[config.mk]
export PLATFORM = sky130hd
export DESIGN_NAME = dot_star_regex_matcher
export DESIGN_NICKNAME = d
export VERILOG_FILES = /design/src/hw/rtl/dsm_pkg.sv /design/src/hw/rtl/dsm_cell.sv /design/src/hw/rtl/dot_star_regex_matcher.sv
export VERILOG_INCLUDE_DIRS = /design/src /design/src/hw/rtl
export SDC_FILE = /design/constraint.sdc
export NUM_CORES = 1
export LEC_CHECK = 0
export ABC_CLOCK_PERIOD_IN_PS = 12100
export BUFFER_PORTS_ARGS = -buffer_cell sky130_fd_sc_hd__buf_2
export CORE_MARGIN = 1
export CORE_UTILIZATION = 55
export DETAILED_ROUTE_END_ITERATION = 6
export PLACE_DENSITY = 0.67
export SYNTH_ARGS = -nofsm -noshare
export SYNTH_HDL_FRONTEND = slang
export SYNTH_SLANG_ARGS = --single-unit
[constraint.sdc]
create_clock -name clk -period 12.1 [get_ports clk]
set_input_delay 0.605 -clock clk [delete_from_list [all_inputs] [get_ports clk]]
set_output_delay 0.605 -clock clk [all_outputs]
set_load 0.02 [all_outputs]
[src/hw/rtl/assert_macros.svh]
// Assertion macros for RTL that checks its own logic; included by dot_star_regex_matcher.sv.
`ifndef ASSERT_MACROS_SVH
`define ASSERT_MACROS_SVH

// Checked at every rising edge outside reset.
`define ASSERT_CLK(label, clk, rst, prop, msg) \
  label: assert property (@(posedge clk) disable iff (rst) prop) else $error(msg);

// Checked at every rising edge, reset included.
`define ASSERT_ALWAYS(label, clk, prop, msg) \
  label: assert property (@(posedge clk) prop) else $error(msg);

`endif

[src/hw/rtl/dsm_pkg.sv]
// Shared types and constants for the dot-star pattern matcher.
`timescale 1ns / 1ps

package dsm_pkg;

  localparam int DSM_MAX_TOKENS = 32;

  localparam logic [7:0] STAR_BYTE = 8'd42;
  localparam logic [7:0] DOT_BYTE  = 8'd46;

  typedef enum logic [1:0] {
    KIND_PATTERN    = 2'd0,
    KIND_TEXT       = 2'd1,
    KIND_EMPTY_PAT  = 2'd2,
    KIND_EMPTY_TEXT = 2'd3
  } kind_t;

  // Broadcast to every cell in the row
  typedef struct packed {
    logic       fresh;  // text starts from the start set, not the stored set
    logic       step;   // a text byte is accepted this cycle
    logic [7:0] sym;
  } cell_ctl_t;

  // Token write, steered to one cell by its select line
  typedef struct packed {
    logic       byte_we;
    logic       star;
    logic [7:0] data;
  } tok_wr_t;

endpackage

[src/hw/rtl/dsm_cell.sv]
// One NFA cell: a pattern token and the active bit of its position.
`timescale 1ns / 1ps

module dsm_cell (
  input  logic              clk,
  input  dsm_pkg::cell_ctl_t ctl,
  input  dsm_pkg::tok_wr_t  wr,
  input  logic              wr_sel,
  input  logic              used,
  input  logic              start,
  input  logic              shift_in,
  input  logic              clos_in,
  output logic              shift_out,
  output logic              clos_out,
  output logic              act
);
  import dsm_pkg::*;

  logic [7:0] tok_byte;
  logic       tok_star;
  logic       act_q;
  logic       prev;
  logic       hit;

  always_ff @(posedge clk) begin
    if (wr_sel) begin
      if (wr.byte_we) begin
        tok_byte <= wr.data;
      end
      tok_star <= wr.star;
    end
    if (ctl.step) begin
      act_q <= act;
    end
  end

  always_comb begin
    prev      = ctl.fresh ? start : act_q;
    hit       = used && prev && (tok_byte == ctl.sym || tok_byte == DOT_BYTE);
    // a starred token stays put on a hit, a literal one hands the bit right
    act       = (hit && tok_star) || shift_in || clos_in;
    shift_out = hit && !tok_star;
    // skip over a starred token without consuming a byte
    clos_out  = act && tok_star && used;
  end

endmodule

[src/hw/rtl/dot_star_regex_matcher.sv]
// Top level of the dot-star pattern matcher: token loading, cell row and result register.
//
//  channel | dir | tdata          | tuser      | tlast
//  s_axis  | in  | [7:0] symbol   | [1:0] kind | is_last
//  m_axis  | out | [0] matched    | [0] status | -
//
// The row of cells updates all token positions at once and the longest path is the star
// closure rippling through the row.
// A result sits in the output register until taken; s_axis_tready drops only while that
// register is full and not being drained.
// Reset clears the pattern to empty; token storage is not cleared.
`timescale 1ns / 1ps

module dot_star_regex_matcher #(
  parameter int MAX_TOKENS = dsm_pkg::DSM_MAX_TOKENS
) (
  input  logic       clk,
  input  logic       rst,
  input  logic       s_axis_tvalid,
  output logic       s_axis_tready,
  input  logic [7:0] s_axis_tdata,   // [7:0] symbol
  input  logic [1:0] s_axis_tuser,   // [1:0] kind
  input  logic       s_axis_tlast,   // is_last
  output logic       m_axis_tvalid,
  input  logic       m_axis_tready,
  output logic [7:0] m_axis_tdata,   // [0] matched, [7:1] zero
  output logic       m_axis_tuser    // [0] status
);
  import dsm_pkg::*;

  `include "assert_macros.svh"

  localparam int CW = $clog2(MAX_TOKENS + 1);
  localparam logic [CW-1:0] CAP = CW'(MAX_TOKENS);

  // pattern state
  logic [CW-1:0] count, count_next;
  logic [CW-1:0] lead, lead_next;     // leading run of starred tokens
  logic          pend, pend_next;     // held byte sits in cell[count] as a literal
  logic          ovf, ovf_next;
  logic          open, open_next;
  logic          text_open, text_open_next;

  logic          out_valid;
  logic          out_matched;
  logic          out_status;

  logic          accept;
  logic          take;
  kind_t         kind;
  logic [7:0]    sym;

  // pattern closed as if its last byte had come
  logic          tent;
  logic [CW-1:0] count_f;
  logic          ovf_f;

  // temporaries of the pattern-byte path
  logic [CW-1:0] c0, c1, l0;
  logic          p0, p1, o1;

  logic          wr_en;
  logic [CW-1:0] wr_idx;
  tok_wr_t       wr;
  cell_ctl_t     ctl;

  logic          res_valid;
  logic          res_matched;

  logic [MAX_TOKENS:0]   act_vec;
  logic [MAX_TOKENS-1:0] shift_vec;
  logic [MAX_TOKENS-1:0] clos_vec;

  assign kind          = kind_t'(s_axis_tuser);
  assign sym           = s_axis_tdata;
  assign s_axis_tready = !out_valid || m_axis_tready;
  assign accept        = s_axis_tvalid && s_axis_tready;
  assign take          = out_valid && m_axis_tready;

  assign tent    = pend && (count < CAP);
  assign count_f = count + CW'(tent);
  assign ovf_f   = ovf || (pend && !tent);

  assign ctl.fresh = !text_open;
  assign ctl.step  = accept && (kind == KIND_TEXT);
  assign ctl.sym   = sym;

  // next pattern and text state
  always_comb begin
    count_next     = count;
    lead_next      = lead;
    pend_next      = pend;
    ovf_next       = ovf;
    open_next      = open;
    text_open_next = text_open;
    wr_en          = 1'b0;
    wr_idx         = '0;
    wr.byte_we     = 1'b0;
    wr.star        = 1'b0;
    wr.data        = sym;
    res_valid      = 1'b0;
    res_matched    = 1'b0;
    c0 = open ? count : '0;
    l0 = open ? lead : '0;
    p0 = open && pend;
    c1 = c0;
    p1 = p0;
    o1 = open && ovf;
    if (accept) begin
      unique case (kind)
        KIND_PATTERN: begin
          text_open_next = 1'b0;
          lead_next      = l0;
          if (p0 && sym == STAR_BYTE) begin
            // mark the held token starred
            if (c0 < CAP) begin
              wr_en   = 1'b1;
              wr_idx  = c0;
              wr.star = 1'b1;
              c1      = c0 + CW'(1);
              if (l0 == c0) begin
                lead_next = l0 + CW'(1);
              end
            end else begin
              o1 = 1'b1;
            end
            p1 = 1'b0;
          end else begin
            if (p0) begin
              if (c0 < CAP) begin
                c1 = c0 + CW'(1);
              end else begin
                o1 = 1'b1;
              end
            end
            // hold the new byte as a tentative literal
            if (c1 < CAP) begin
              wr_en      = 1'b1;
              wr_idx     = c1;
              wr.byte_we = 1'b1;
            end
            p1 = 1'b1;
          end
          count_next = c1;
          ovf_next   = o1;
          pend_next  = p1;
          open_next  = 1'b1;
          if (s_axis_tlast) begin
            open_next = 1'b0;
            pend_next = 1'b0;
            if (p1) begin
              if (c1 < CAP) begin
                count_next = c1 + CW'(1);
              end else begin
                ovf_next = 1'b1;
              end
            end
          end
        end
        KIND_EMPTY_PAT: begin
          count_next     = '0;
          lead_next      = '0;
          pend_next      = 1'b0;
          ovf_next       = 1'b0;
          open_next      = 1'b0;
          text_open_next = 1'b0;
        end
        KIND_EMPTY_TEXT: begin
          count_next     = count_f;
          ovf_next       = ovf_f;
          pend_next      = 1'b0;
          open_next      = 1'b0;
          text_open_next = 1'b0;
          res_valid      = 1'b1;
          res_matched    = !ovf_f && (count_f == lead);
        end
        KIND_TEXT: begin
          count_next     = count_f;
          ovf_next       = ovf_f;
          pend_next      = 1'b0;
          open_next      = 1'b0;
          text_open_next = !s_axis_tlast;
          res_valid      = s_axis_tlast;
          res_matched    = !ovf_f && act_vec[count_f];
        end
        default: begin
          count_next = count;
        end
      endcase
    end
  end

  always_ff @(posedge clk) begin
    if (rst) begin
      count     <= '0;
      lead      <= '0;
      pend      <= 1'b0;
      ovf       <= 1'b0;
      open      <= 1'b0;
      text_open <= 1'b0;
      out_valid <= 1'b0;
    end else begin
      count     <= count_next;
      lead      <= lead_next;
      pend      <= pend_next;
      ovf       <= ovf_next;
      open      <= open_next;
      text_open <= text_open_next;
      if (res_valid) begin
        out_valid <= 1'b1;
      end else if (take) begin
        out_valid <= 1'b0;
      end
    end
  end

  always_ff @(posedge clk) begin
    if (res_valid) begin
      out_matched <= res_matched;
      out_status  <= ovf_f;
    end
  end

  assign m_axis_tvalid = out_valid;
  assign m_axis_tdata  = {7'd0, out_matched};
  assign m_axis_tuser  = out_status;

  // row of cells, one per token position
  genvar k;
  generate
    for (k = 0; k < MAX_TOKENS; k++) begin : g_cell
      logic sel;
      logic used;
      logic start;
      logic sh_in;
      logic cl_in;

      assign sel   = wr_en && (wr_idx == CW'(k));
      assign used  = CW'(k) < count_f;
      assign start = CW'(k) <= lead;

      if (k == 0) begin : g_head
        assign sh_in = 1'b0;
        assign cl_in = 1'b0;
      end else begin : g_link
        assign sh_in = shift_vec[k-1];
        assign cl_in = clos_vec[k-1];
      end

      dsm_cell u_cell (
        .clk       (clk),
        .ctl       (ctl),
        .wr        (wr),
        .wr_sel    (sel),
        .used      (used),
        .start     (start),
        .shift_in  (sh_in),
        .clos_in   (cl_in),
        .shift_out (shift_vec[k]),
        .clos_out  (clos_vec[k]),
        .act       (act_vec[k])
      );
    end
  endgenerate

  // final position has no token: it only collects from the last cell
  assign act_vec[MAX_TOKENS] = shift_vec[MAX_TOKENS-1] || clos_vec[MAX_TOKENS-1];

  `ASSERT_CLK(a_pend_needs_open, clk, rst, pend |-> open, "held byte without open pattern")
  `ASSERT_CLK(a_lead_in_count, clk, rst, lead <= count, "star run longer than pattern")
  `ASSERT_CLK(a_count_cap, clk, rst, count <= CAP, "token count above capacity")
  `ASSERT_CLK(a_query_result, clk, rst,
              accept && kind == KIND_EMPTY_TEXT |=> out_valid, "empty text query lost")
  `ASSERT_ALWAYS(a_reset_clears, clk, $past(rst) |-> !out_valid && !open, "state after reset")

endmodule
== Word level (Yosys, flattened, before mapping) ==
Cells that the tools add are included.

* Register bits: 339
* Input bits: 15
* Output and inout bits: 11
* Logic and storage cells: 772

* $add $sub $neg: 4
* $lt $le $gt $ge: 69
* Equal/unequal tests: 101
* Multiplexer cells: 86
* Reductions and logical operators: 407

{| class="wikitable"
|+ Operator list
! kind !! number
|-
| == test 8 x 6 -> 1 bit, second input constant || 33
|-
| == test 8 bit || 32
|-
| logical AND 1 bit || 234
|-
| 2-to-1 mux 6 bit || 21
|-
| logical OR 1 bit || 97
|-
| == test 6 x 5 -> 1 bit, second input constant || 16
|-
| less-or-equal comparator 5 x 6 -> 1 bit, first input constant || 16
|-
| less-than comparator 5 x 6 -> 1 bit, first input constant || 16
|-
| AND reduction 2 bit || 33
|-
| 2-to-1 mux 1 bit || 54
|-
| == test 6 x 4 -> 1 bit, second input constant || 8
|-
| less-or-equal comparator 4 x 6 -> 1 bit, first input constant || 8
|-
| less-than comparator 4 x 6 -> 1 bit, first input constant || 8
|-
| logical NOT 1 bit || 36
|-
| == test 6 x 3 -> 1 bit, second input constant || 4
|-
| less-or-equal comparator 3 x 6 -> 1 bit, first input constant || 4
|-
| less-than comparator 3 x 6 -> 1 bit, first input constant || 4
|-
| less-than comparator 6 bit, second input constant || 4
|-
| adder 6 x 1 -> 6 bit, second input constant || 3
|-
| case mux 6 bit (3 select lines) || 1
|-
| == test 6 x 2 -> 1 bit, second input constant || 2
|-
| == test 6 bit || 2
|-
| less-or-equal comparator 1 x 6 -> 1 bit, first input constant || 2
|-
| less-or-equal comparator 2 x 6 -> 1 bit, first input constant || 2
|-
| other kinds (17) || 27
|}

== Logic depth before layout (Yosys ltp) ==
Gate-level depths: netlist of run 1.

* Depth in word-level cells: 107
* Mapped depth: 22
* Mapped depth without buffers: 18

== Cells and area by module ==
A second synthesis of run 1 with hierarchy kept.

* Cell total of the unflattened synthesis: 1,522
* Area total of the unflattened synthesis: 18,731.7 um2

{| class="wikitable"
|+ Modules (own cells, without submodules)
! module !! times used !! cells each !! area each (um2) !! sequential area each (um2)
|-
| dsm_cell || 32 || 34 || 496.7 || 300.3
|-
| dot_star_regex_matcher || 1 || 434 || 2,836.5 || 400.4
|}

== Least setup slack after synthesis of run 1 ==
Ideal clock, no wire load.

* Path kind: register to register
* From: register count[5]
* To: register out_matched (data pin)
* Library setup time: 0.269 ns
* Data arrival time: 4.595 ns
* Data required time: 11.831 ns
* Setup slack: 7.235 ns
* Stages on the path, launching flop included: 22
* Buffers on the path: 3
* Clock period less this slack: 4.865 ns
* Cells stage by stage: dfxtp_1 > buf_2 > buf_1 > nor2b_1 > ha_1 > ha_1 > buf_2 > a311o_1 > o31ai_4 > o21ai_0 > and2_4 > o21a_1 > or3_4 > or4_4 > o211a_4 > o31ai_4 > a31oi_1 > nor4b_1 > nor3_1 > o22ai_1 > a21o_1 > o311ai_1

* Longest elaborated chain between the ends: 107
* Elaborated cells between the ends (all ways): 300
* Those cells by class: add/sub (1); order compare (33); eq/ne (1); mux (3); reduce/logical (262)

{| class="wikitable"
|+ Ends and longest elaborated chain
! item !! RTL line !! source
|-
| start: declaration || dot_star_regex_matcher.sv:37 || <nowiki>logic [CW-1:0] count, count_next;</nowiki>
|-
| start signal: assignment || dot_star_regex_matcher.sv:203 || <nowiki>count <= count_next;</nowiki>
|-
| less-than comparator 6 bit || dot_star_regex_matcher.sv:80 || <nowiki>assign tent = pend && (count < CAP);</nowiki>
|-
| logical AND 1 bit || dot_star_regex_matcher.sv:80 ||
|-
| adder 6 x 1 -> 6 bit || dot_star_regex_matcher.sv:81 || <nowiki>assign count_f = count + CW'(tent);</nowiki>
|-
| less-than comparator 1 x 6 -> 1 bit || dot_star_regex_matcher.sv:239 || <nowiki>assign used = CW'(k) < count_f;</nowiki>
|-
| logical AND 1 bit (2 in a row) || dsm_cell.sv:39 || <nowiki>hit = used && prev && (tok_byte == ctl.sym || tok_byte == DOT_BYTE);</nowiki>
|-
| logical AND 1 bit || dsm_cell.sv:41 || <nowiki>act = (hit && tok_star) || shift_in || clos_in;</nowiki>
|-
| logical AND 1 bit (2 in a row) || dsm_cell.sv:44 || <nowiki>clos_out = act && tok_star && used;</nowiki>
|-
| logical OR 1 bit || dsm_cell.sv:41 ||
|-
| (+87 left out) || -- ||
|-
| logical AND 1 bit (2 in a row) || dsm_cell.sv:44 ||
|-
| logical OR 1 bit || dsm_cell.sv:41 ||
|-
| logical AND 1 bit (2 in a row) || dsm_cell.sv:44 ||
|-
| logical OR 1 bit || dot_star_regex_matcher.sv:267 || <nowiki>assign act_vec[MAX_TOKENS] = shift_vec[MAX_TOKENS-1] || clos_vec[MAX_TOKENS-1];</nowiki>
|-
| binary-select mux 1 bit (select 6 bit) || dot_star_regex_matcher.sv:184 || <nowiki>res_matched = !ovf_f && act_vec[count_f];</nowiki>
|-
| 2-to-1 mux 1 bit (implied by the code) || dot_star_regex_matcher.sv:184 ||
|-
| logical AND 1 bit || dot_star_regex_matcher.sv:184 ||
|-
| case mux 1 bit (2 select lines) * || dot_star_regex_matcher.sv:110 || <nowiki>unique case (kind)</nowiki>
|-
| end signal: assignment || dot_star_regex_matcher.sv:219 || <nowiki>out_matched <= res_matched;</nowiki>
|-
| end: declaration || dot_star_regex_matcher.sv:45 || <nowiki>logic out_matched;</nowiki>
|}

Every way passes the cells marked *; elsewhere a longest branch is shown, timed or not. The select of a mux whose other input is x is not followed.
A chain may end at the register's enable or synchronous reset.

== Worst setup path in the final report of run 1 ==
Ends and elaborated chain as after synthesis.

==> results of run 1 <==
sequential cells by signal, summed over array words and instances, names as in the netlist, 6 cells and up:
register,flops
count,6
g_cell.u_cell.act_q,32
g_cell.u_cell.tok_byte,256
g_cell.u_cell.tok_star,32
lead,6
kinds of logic (layout without fill, tap and decap cells):
kind of cell / Yosys count / after routing / share of synthesized area (%)
multiplexers: 7 / 7 / 0.405
XOR/XNOR: 277 / 277 / 13.2
flip-flops: 339 / 339 / 54.0
AO/OA/AOI/OAI: 323 / 323 / 12.3
adder cells (fa/ha/maj): 6 / 6 / 0.405
buffers and inverters: 125 / 129 / 3.10
AND/OR/NAND/NOR: 566 / 566 / 16.6
other: 1 / 7 / 0.0202
layer usage:
layer  vias to the layer above  share of wire, %
met5                         -                 0
met4                         0               3.3
met3                       108               6.4
met2                       512                45
met1                      6439                45
li1                       6119                 -
worst max path at each step:
stage / endpoint / slack [ps] / cells after the start
floorplan: out_matched$_SDFFCE_PN0P_ / 7240 / 21
global placement: out_matched$_SDFFCE_PN0P_ / 6200 / 17
detailed placement: out_matched$_SDFFCE_PN0P_ / 6080 / 17
CTS: out_matched$_SDFFCE_PN0P_ / 6070 / 18
global route: out_matched$_SDFFCE_PN0P_ / 5580 / 18
finish: out_matched$_SDFFCE_PN0P_ / 5880 / 18
Yosys cell counts (all sizes together) (23+ instances only):
cell and count:
nor4 54, o21ai 65, buf 55, clkbuf 43, xor2 135, o22ai 23
nand4b 35, and2 23, xnor2 142, nand3 27, edfxtp 322, nor2 148
inv 26, a21oi 64, nand2b 30, nand4 47, nand2 104
worst max-delay path, cell delays in order (launching register included):
cell	delay (ps)
sky130_fd_sc_hd__dfxtp_1	550
sky130_fd_sc_hd__nor2b_1	390
sky130_fd_sc_hd__ha_1	410
sky130_fd_sc_hd__ha_1	720
sky130_fd_sc_hd__nand2_1	250
sky130_fd_sc_hd__o21ba_2	260
sky130_fd_sc_hd__o22ai_1	370
sky130_fd_sc_hd__a221oi_1	220
sky130_fd_sc_hd__a21oi_1	320
sky130_fd_sc_hd__o31a_1	310
sky130_fd_sc_hd__a21oi_4	140
sky130_fd_sc_hd__o31ai_2	400
sky130_fd_sc_hd__a21oi_1	140
sky130_fd_sc_hd__o221a_1	230
sky130_fd_sc_hd__o41ai_1	630
sky130_fd_sc_hd__a2111oi_2	130
sky130_fd_sc_hd__o22ai_1	240
sky130_fd_sc_hd__a21o_1	130
sky130_fd_sc_hd__o311ai_1	90
power by group through the flow:
| stage | sequential, mW | clock [mW] | combinational [mW] |
|---|---|---|---|
| 2_1_floorplan | 1.31 | 0 | 0.0761 |
| 3_3_place_gp | 1.31 | 0 | 0.111 |
| 3_5_place_dp | 1.31 | 0 | 0.113 |
| 4_1_cts | 1.29 | 1.06 | 0.114 |
| 5_1_grt | 1.29 | 1.10 | 0.123 |
| 6_report | 1.29 | 1.04 | 0.113 |
through the flow:
stage | instance area [um^2] | power, mW
2_1_floorplan | 18600 | 1.39
3_3_place_gp | 18900 | 1.42
3_5_place_dp | 18900 | 1.43
4_1_cts | 20000 | 2.46
5_1_grt | 20000 | 2.51
6_report | 20000 | 2.44
layout make-up:
type                       instances  share of cell area (%)
clock buffer                      48                    4.94
multi-input combinational       1186                    39.9
clock inverter                    16                   0.606
sequential                       339                    50.0
inverter                          27                   0.506
tap                              442                    2.76
timing repair buffer              38                    1.30
cells in the final DEF (no fill, tap or decap), types with 12 or more instances in the layout:
master,synthesis,final
sky130_fd_sc_hd__edfxtp_1,322,322
sky130_fd_sc_hd__nor2_1,147,146
sky130_fd_sc_hd__xnor2_1,141,141
sky130_fd_sc_hd__xor2_1,134,134
sky130_fd_sc_hd__nand2_1,104,104
sky130_fd_sc_hd__a21oi_1,62,62
sky130_fd_sc_hd__o21ai_0,60,60
sky130_fd_sc_hd__nor4_1,54,53
sky130_fd_sc_hd__nand4_1,46,46
sky130_fd_sc_hd__clkbuf_16,0,38
sky130_fd_sc_hd__nand4b_1,35,35
sky130_fd_sc_hd__nand2b_1,30,30
sky130_fd_sc_hd__buf_4,12,28
sky130_fd_sc_hd__nand3_1,27,27
sky130_fd_sc_hd__inv_1,26,26
sky130_fd_sc_hd__o22ai_1,23,23
sky130_fd_sc_hd__and2_1,20,20
sky130_fd_sc_hd__nor3_1,19,19
sky130_fd_sc_hd__o211ai_1,18,18
sky130_fd_sc_hd__a21o_1,17,17
sky130_fd_sc_hd__dfxtp_1,17,17
sky130_fd_sc_hd__and3_1,16,16
sky130_fd_sc_hd__or4b_2,15,15
sky130_fd_sc_hd__a31oi_1,15,15
sky130_fd_sc_hd__o21a_1,12,12
==> tab_implementation.tex, run 1 <==
\begin{tabular}{lr}
\hline
Metric & Value \\
\hline
\multicolumn{2}{l}{\textbf{Job}} \\
\quad Number of max-cap violations & 0 \\
\multicolumn{2}{l}{\textbf{Placed design}} \\
\quad Weighted congestion reported at the end of routability-driven placement & 0.991 \\
\quad Post-Place Setup Slack & 6080 ps \\
\quad Number of port buffers & 18 \\
\quad Detailed-placement wirelength estimate & 32.2 mm \\
\quad Cells after DPL & 2032 \\
\multicolumn{2}{l}{\textbf{Outcome}} \\
\quad Result of the run & complete, no violations \\
\multicolumn{2}{l}{\textbf{Synth}} \\
\quad Primary FF master, synth & sky130\_fd\_sc\_hd\_\_edfxtp\_1 \\
\quad Avg Inst Size Synth & 11.3 um\^{}2 \\
\quad Seq/Total Area, Yosys & 54.0\% \\
\quad Number of synthesized flops with an enable pin & 322 \\
\quad Share of synthesized registers carrying an async set or reset & 0\% \\
\quad Cell types with the largest area share after synthesis & sky130\_fd\_sc\_hd\_\_edfxtp\_1 52\%, sky130\_fd\_sc\_hd\_\_xnor2\_1 6.7\%, sky130\_fd\_sc\_hd\_\_xor2\_1 6.3\% \\
\quad Proportion of netlist area held by the largest area contributor & 52.2\% \\
\quad Total standard cell area after synthesis & 18500 um\^{}2 \\
\quad Count of cell types in the netlist & 97 \\
\quad Biggest area consumer among synthesized cells & sky130\_fd\_sc\_hd\_\_edfxtp\_1 \\
\quad Register bit count reported by yosys & 339 \\
\quad Number of cells produced by synthesis & 1644 \\
\quad Number of warning messages in the yosys log & 0 \\
\multicolumn{2}{l}{\textbf{Timing}} \\
\quad Final hold violations & 0 \\
\quad Setup repair after global routing missed its margin & no \\
\quad Least-Margin Pin Slew & 1270 ps \\
\quad Share of the clock period used by the worst path after layout & 51.4\% \\
\quad Max-slew headroom at the worst pin & 15.1\% \\
\quad Final hold slack & 435 ps \\
\quad Final setup violating endpoints & 0 \\
\quad Min cycle time layout & 6220 ps \\
\quad Minimum setup slack in the final design & 5880 ps \\
\quad Final-report max-slew violation count & 0 \\
\quad Final Skew & 18.2 ps \\
\quad Achievable clock frequency & 161 MHz \\
\quad Sum Neg Setup Slack & 0 ps \\
\multicolumn{2}{l}{\textbf{Layout}} \\
\quad Synth-to-layout area growth & 8.01\% \\
\quad Area taken by flip-flops and latches & 10000 um\^{}2 \\
\quad Number of fill cells & 2678 \\
\quad Final Instance Count excl. Fillers & 2096 \\
\quad Area used by multi-input combinational logic & 7990 um\^{}2 \\
\quad Post-Route Utilization & 60.9\% \\
\quad Share of final-layout standard cells stronger than drive strength 1 & 8.46\% \\
\quad Number of antenna diodes & 0 \\
\quad Count of nets after finishing & 1651 \\
\multicolumn{2}{l}{\textbf{Global route}} \\
\quad Most used routing layer & met2 \\
\quad Global Route met2 Usage & 44.9\% \\
\quad Overall overflow remaining after global route & 0 \\
\quad Via count of the first global-routing pass & 12.5k \\
\quad Pin count of the biggest net entering global routing & 52 \\
\quad Antenna violations before repair & 0 \\
\quad Global Route Usage Sum & 28.6\% \\
\quad Global-route wire length before repair & 73.5 mm \\
\quad Routing usage on met3 & 3.60\% \\
\quad Met1 usage & 40.7\% \\
\multicolumn{2}{l}{\textbf{Pwr}} \\
\quad Part of the total power dissipated in the clock network & 42.7\% \\
\quad Static leakage & 6.51 nW \\
\quad Proportion of power drawn by flip-flops and latches & 52.7\% \\
\quad Max IR drop VDD & 0.140 mV \\
\quad Switching Fraction & 21.4\% \\
\quad Power per Cell Area & 122 nW/um\^{}2 \\
\quad Comb power frac & 4.6\% \\
\quad Internal power & 1.92 mW \\
\quad P\_sw & 0.524 mW \\
\multicolumn{2}{l}{\textbf{Clocking}} \\
\quad Clock network latency to the later pin of the worst-skew pair & 530 ps \\
\quad TritonCTS clock tree & yes \\
\quad Bufs on Longest Clock Path & 3 \\
\quad Post-CTS setup-driven buffer insertion count & 0 \\
\quad CTS Hold Buffers Added & 0 \\
\quad CTS H-tree lvls & 2 \\
\quad Clock Root Buffer & sky130\_fd\_sc\_hd\_\_clkbuf\_16 \\
\quad Cells resized by post-CTS repair & 0 \\
\quad TritonCTS Sinks & 339 \\
\quad Clock-pin slew on the worst setup and hold paths & 70 ps \\
\quad Total CTS buffers & 38 \\
\multicolumn{2}{l}{\textbf{Floorplanning}} \\
\quad Core outline area & 32900 um\^{}2 \\
\quad Effective utilization at floorplan & 56.4\% \\
\quad Floorplan die area & 34400 um\^{}2 \\
\quad Standard-cell rows & 66 \\
\quad Chip height & 186 um \\
\quad Floorplan die width & 186 um \\
\quad I/O pin total & 26 \\
\multicolumn{2}{l}{\textbf{Routing}} \\
\quad Sum of routed wire length over all layers & 48.5 mm \\
\quad Via density & 6.29 \\
\quad Drc violations & 0 \\
\quad Number of nets with antenna violations after detailed routing & 0 \\
\quad Routed length per placed instance & 23.1 um \\
\quad First-iteration detailed-routing DRC count & 1247 \\
\quad Total via count in the routed design & 13.2k \\
\quad Total iterations of the first detailed-routing run & 6 \\
\multicolumn{2}{l}{\textbf{Worst hold path}} \\
\quad Endpoint with the worst hold slack & m\_axis\_tvalid\$\_SDFFE\_PP0P\_ \\
\quad Startpoint of the tightest hold check path & m\_axis\_tready \\
\quad Class of the tightest hold or removal check & input port to flop \\
\quad Worst hold path depth & 3 \\
\multicolumn{2}{l}{\textbf{Worst setup path}} \\
\quad Critical R2R Capture & out\_matched\$\_SDFFCE\_PN0P\_ \\
\quad Worst Setup SP & count[5]\$\_SDFFE\_PP0P\_ \\
\quad Category of the most critical setup path & flop to flop \\
\quad Data required time at the worst endpoint & 12360 ps \\
\quad Endpoint type of the worst setup path & flop \\
\quad Max Fanout on Critical Path & 23 \\
\quad Kind of launch point of the worst setup path & flop \\
\quad Endpoint arrival time on the critical path & 6480 ps \\
\quad Worst-case reg-to-reg path depth & 18 \\
\quad FF-to-FF setup slack & 5880 ps \\
\quad Reg2reg start & count[5]\$\_SDFFE\_PP0P\_ \\
\hline
\end{tabular}
No activity file was read; power rests on OpenSTA's default activity.
==> run 2, diff against run 1 <==
--- a/config.mk
+++ b/config.mk
@@ -6,12 +6,12 @@
 export SDC_FILE = /design/constraint.sdc
 export NUM_CORES = 1
 export LEC_CHECK = 0
-export ABC_CLOCK_PERIOD_IN_PS = 12100
+export ABC_CLOCK_PERIOD_IN_PS = 5250
 export BUFFER_PORTS_ARGS = -buffer_cell sky130_fd_sc_hd__buf_2
 export CORE_MARGIN = 1
 export CORE_UTILIZATION = 55
 export DETAILED_ROUTE_END_ITERATION = 6
-export PLACE_DENSITY = 0.67
+export PLACE_DENSITY = 0.7
 export SYNTH_ARGS = -nofsm -noshare
 export SYNTH_HDL_FRONTEND = slang
 export SYNTH_SLANG_ARGS = --single-unit
==> constraint.sdc (replaced) <==
create_clock -name clk -period 5.25 [get_ports clk]
set_input_delay 0.2625 -clock clk [delete_from_list [all_inputs] [get_ports clk]]
set_output_delay 0.2625 -clock clk [all_outputs]
set_load 0.02 [all_outputs]
==> run 2 against run 1 <==
Die area unchanged. Worst setup slack got worse by 5600 ps. Sequential power increased by 130%. Wire length increased by 2.4%. Power increased by 130%. Core utilization increased by 2.1 points. Clock power increased by 140%. Sequential share of layout area decreased by 1.7 points. Cell count increased by 3.7%. Non-clock buffer count increased by 75. Maximum frequency increased by 24%. Largest cell class unchanged.
==> tab_implementation.tex, run 2 (same netlist as run 1, synthesis figures left out) <==
\begin{tabular}{lr}
\hline
Metric & Value \\
\hline
\multicolumn{2}{l}{\textbf{Worst setup path}} \\
\quad Critical R2R Capture & out\_matched\$\_SDFFCE\_PN0P\_ (unchanged) \\
\quad Endpoint arrival time on the critical path & 5270 ps (was 6480 ps) \\
\quad FF-to-FF setup slack & 250 ps (was 5880 ps) \\
\quad Max Fanout on Critical Path & 10 (was 23) \\
\quad Worst Setup SP & pend\$\_SDFFE\_PP0P\_ (was count[5]\$\_SDFFE\_PP0P\_) \\
\quad Kind of launch point of the worst setup path & flop (unchanged) \\
\quad Data required time at the worst endpoint & 5520 ps (was 12360 ps) \\
\quad Reg2reg start & pend\$\_SDFFE\_PP0P\_ (was count[5]\$\_SDFFE\_PP0P\_) \\
\quad Category of the most critical setup path & flop to flop (unchanged) \\
\quad Endpoint type of the worst setup path & flop (unchanged) \\
\quad Worst-case reg-to-reg path depth & 20 (was 18) \\
\multicolumn{2}{l}{\textbf{Timing}} \\
\quad Min cycle time layout & 5000 ps (was 6220 ps) \\
\quad Final hold violations & 0 (unchanged) \\
\quad Least-Margin Pin Slew & 1150 ps (was 1270 ps) \\
\quad Max-slew headroom at the worst pin & 23.0\% (was 15.1\%) \\
\quad Final setup violating endpoints & 0 (unchanged) \\
\quad Setup repair after global routing missed its margin & no (unchanged) \\
\quad Final-report max-slew violation count & 0 (unchanged) \\
\quad Achievable clock frequency & 200 MHz (was 161 MHz) \\
\quad Share of the clock period used by the worst path after layout & 95.2\% (was 51.4\%) \\
\quad Sum Neg Setup Slack & 0 ps (unchanged) \\
\quad Final Skew & 32.2 ps (was 18.2 ps) \\
\multicolumn{2}{l}{\textbf{Layout}} \\
\quad Number of antenna diodes & 0 (unchanged) \\
\quad Number of flip-flops under the largest register name & 256 (unchanged) \\
\quad Commonest non-fill, non-tap cells in the layout & 322 x sky130\_fd\_sc\_hd\_\_edfxtp\_1, 146 x sky130\_fd\_sc\_hd\_\_nor2\_1, 141 x sky130\_fd\_sc\_hd\_\_xnor2\_1 (unchanged) \\
\quad Most frequent standard cell in the layout excluding fill and tap cells & sky130\_fd\_sc\_hd\_\_edfxtp\_1 (unchanged) \\
\quad Post-Route Utilization & 63.0\% (was 60.9\%) \\
\quad Finished Cell Area & 20700 um\^{}2 (was 20000 um\^{}2) \\
\quad Share of final-layout standard cells stronger than drive strength 1 & 12.9\% (was 8.46\%) \\
\quad Reg with most FFs & g\_cell.u\_cell.tok\_byte (unchanged) \\
\quad Area used by multi-input combinational logic & 8030 um\^{}2 (was 7990 um\^{}2) \\
\quad Area taken by flip-flops and latches & 10000 um\^{}2 (unchanged) \\
\quad Count of nets after finishing & 1725 (was 1651) \\
\quad Number of fill cells & 2661 (was 2678) \\
\quad Synth-to-layout area growth & 11.7\% (was 8.01\%) \\
\quad Registers with the highest flip-flop counts & g\_cell.u\_cell.tok\_byte (256), g\_cell.u\_cell.act\_q (32), g\_cell.u\_cell.tok\_star (32) (unchanged) \\
\multicolumn{2}{l}{\textbf{Clocking}} \\
\quad CTS H-tree lvls & 2 (unchanged) \\
\quad TritonCTS clock tree & yes (unchanged) \\
\quad Clock Root Buffer & sky130\_fd\_sc\_hd\_\_clkbuf\_16 (unchanged) \\
\quad Total CTS buffers & 37 (was 38) \\
\quad CTS Hold Buffers Added & 0 (unchanged) \\
\quad Bufs on Longest Clock Path & 3 (unchanged) \\
\quad Clock network latency to the later pin of the worst-skew pair & 550 ps (was 530 ps) \\
\quad Clock-pin slew on the worst setup and hold paths & 60 ps (was 70 ps) \\
\quad TritonCTS Sinks & 339 (unchanged) \\
\multicolumn{2}{l}{\textbf{Worst hold path}} \\
\quad Startpoint of the tightest hold check path & m\_axis\_tready (unchanged) \\
\quad Endpoint with the worst hold slack & m\_axis\_tvalid\$\_SDFFE\_PP0P\_ (unchanged) \\
\quad Worst hold path depth & 3 (unchanged) \\
\quad Class of the tightest hold or removal check & input port to flop (unchanged) \\
\multicolumn{2}{l}{\textbf{Global route}} \\
\quad Pin count of the biggest net entering global routing & 39 (was 52) \\
\quad Global Route Usage Sum & 29.3\% (was 28.6\%) \\
\quad Via count of the first global-routing pass & 13.1k (was 12.5k) \\
\quad Antenna violations before repair & 0 (unchanged) \\
\quad Overall overflow remaining after global route & 0 (unchanged) \\
\quad Global-route wire length before repair & 75.9 mm (was 73.5 mm) \\
\multicolumn{2}{l}{\textbf{Routing}} \\
\quad Total iterations of the first detailed-routing run & 5 (was 6) \\
\quad Number of nets with antenna violations after detailed routing & 0 (unchanged) \\
\quad Drc violations & 0 (unchanged) \\
\quad Routed length per placed instance & 22.9 um (was 23.1 um) \\
\quad Sum of routed wire length over all layers & 49.7 mm (was 48.5 mm) \\
\quad Via density & 6.28 (was 6.29) \\
\quad Total via count in the routed design & 13.6k (was 13.2k) \\
\quad First-iteration detailed-routing DRC count & 1278 (was 1247) \\
\multicolumn{2}{l}{\textbf{Floorplanning}} \\
\quad Effective utilization at floorplan & 56.4\% (unchanged) \\
\quad I/O pin total & 26 (unchanged) \\
\quad Core outline area & 32900 um\^{}2 (unchanged) \\
\quad Floorplan die width & 186 um (unchanged) \\
\quad Standard-cell rows & 66 (unchanged) \\
\quad Chip height & 186 um (unchanged) \\
\quad Floorplan die area & 34400 um\^{}2 (unchanged) \\
\multicolumn{2}{l}{\textbf{Placed design}} \\
\quad Post-DP Area & 19500 um\^{}2 (was 18900 um\^{}2) \\
\quad Number of port buffers & 18 (unchanged) \\
\quad Weighted congestion reported at the end of routability-driven placement & 1.00 (was 0.991) \\
\quad Detailed-placement wirelength estimate & 35.0 mm (was 32.2 mm) \\
\multicolumn{2}{l}{\textbf{Pwr}} \\
\quad Max IR drop VDD & 0.302 mV (was 0.140 mV) \\
\quad Power per Cell Area & 276 nW/um\^{}2 (was 122 nW/um\^{}2) \\
\quad Static leakage & 6.93 nW (was 6.51 nW) \\
\multicolumn{2}{l}{\textbf{Job}} \\
\quad Number of max-cap violations & 0 (unchanged) \\
\multicolumn{2}{l}{\textbf{Outcome}} \\
\quad Result of the run & complete, no violations (unchanged) \\
\hline
\end{tabular}
[run 2: cell count changes in the layout (fill, tap and decap cells not counted), sizes merged]
cell | before | now
clkbuf | 48 | 42
buf | 38 | 113
clkinv | 12 | 17
inv | 26 | 29
bufinv | 1 | 2
clkinvlp | 4 | 3
[run 2: layout make-up]
class / count / share of cell area (%)
multi-input combinational: 1186 / 38.8
sequential: 339 / 48.3
timing repair buffer: 113 / 4.22
clock buffer: 42 / 4.56
inverter: 27 / 0.489
tap: 442 / 2.67
clock inverter: 24 / 0.949
[run 2: repair_timing]
action | in CTS | in global routing
endpoints found under the setup margin | 0 | 1
gates resized for setup | 0 | 6
buffers inserted | 0 | 2
[run 2: how the worst max path moves through the flow]
stage / endpoint / cells past startpoint
5_1_grt: out_matched$_SDFFCE_PN0P_ / 18
4_1_cts: out_matched$_SDFFCE_PN0P_ / 20
3_3_place_gp: out_matched$_SDFFCE_PN0P_ / 20
3_5_place_dp: out_matched$_SDFFCE_PN0P_ / 20
6_report: out_matched$_SDFFCE_PN0P_ / 20
2_1_floorplan: out_matched$_SDFFCE_PN0P_ / 21
[run 2: metrics by stage]
step                hold WS [ps]  setup WS, ps  power [mW]  std cells
global placement             538           276        3.29       2105
finish                      74.4           251        5.71       2173
global route                 104          25.3        5.85       2173
detailed placement           555           209        3.30       2105
CTS                         63.0           163        5.74       2171
floorplan                    361           385        3.20       1650
[run 2: critical path, cell delays in order (launching register included)]
cell and delay, ps:
sky130_fd_sc_hd__dfxtp_1 320, sky130_fd_sc_hd__nor2b_1 220, sky130_fd_sc_hd__ha_1 230, sky130_fd_sc_hd__ha_1 230, sky130_fd_sc_hd__buf_4 190, sky130_fd_sc_hd__nand2_1 160
sky130_fd_sc_hd__o21ba_2 260, sky130_fd_sc_hd__o22ai_1 280, sky130_fd_sc_hd__buf_4 190, sky130_fd_sc_hd__a221oi_1 120, sky130_fd_sc_hd__a21oi_2 240, sky130_fd_sc_hd__o31a_1 270
sky130_fd_sc_hd__a21oi_4 130, sky130_fd_sc_hd__o31ai_2 390, sky130_fd_sc_hd__a21oi_1 150, sky130_fd_sc_hd__o221a_1 240, sky130_fd_sc_hd__o41ai_2 490, sky130_fd_sc_hd__a2111oi_2 100
sky130_fd_sc_hd__o22ai_1 270, sky130_fd_sc_hd__a21o_1 150, sky130_fd_sc_hd__o311ai_1 80
[run 2: per-layer routing]
layer / GRT usage [%] / up-vias / share of wire [%]
li1: - / 6269 / -
met1: 41.0 / 6759 / 44
met2: 46.4 / 532 / 46
met5: 0 / - / 0
met3: 4.01 / 86 / 6.7
met4: 11.1 / 0 / 3.5
[run 2: power by group]
group	switching (mW)	leakage, nW	internal [mW]	total, mW
Combinational	0.183	3.32	0.0939	0.277
Sequential	0.00533	3.05	2.96	2.97
Clock	1.06	0.558	1.40	2.46
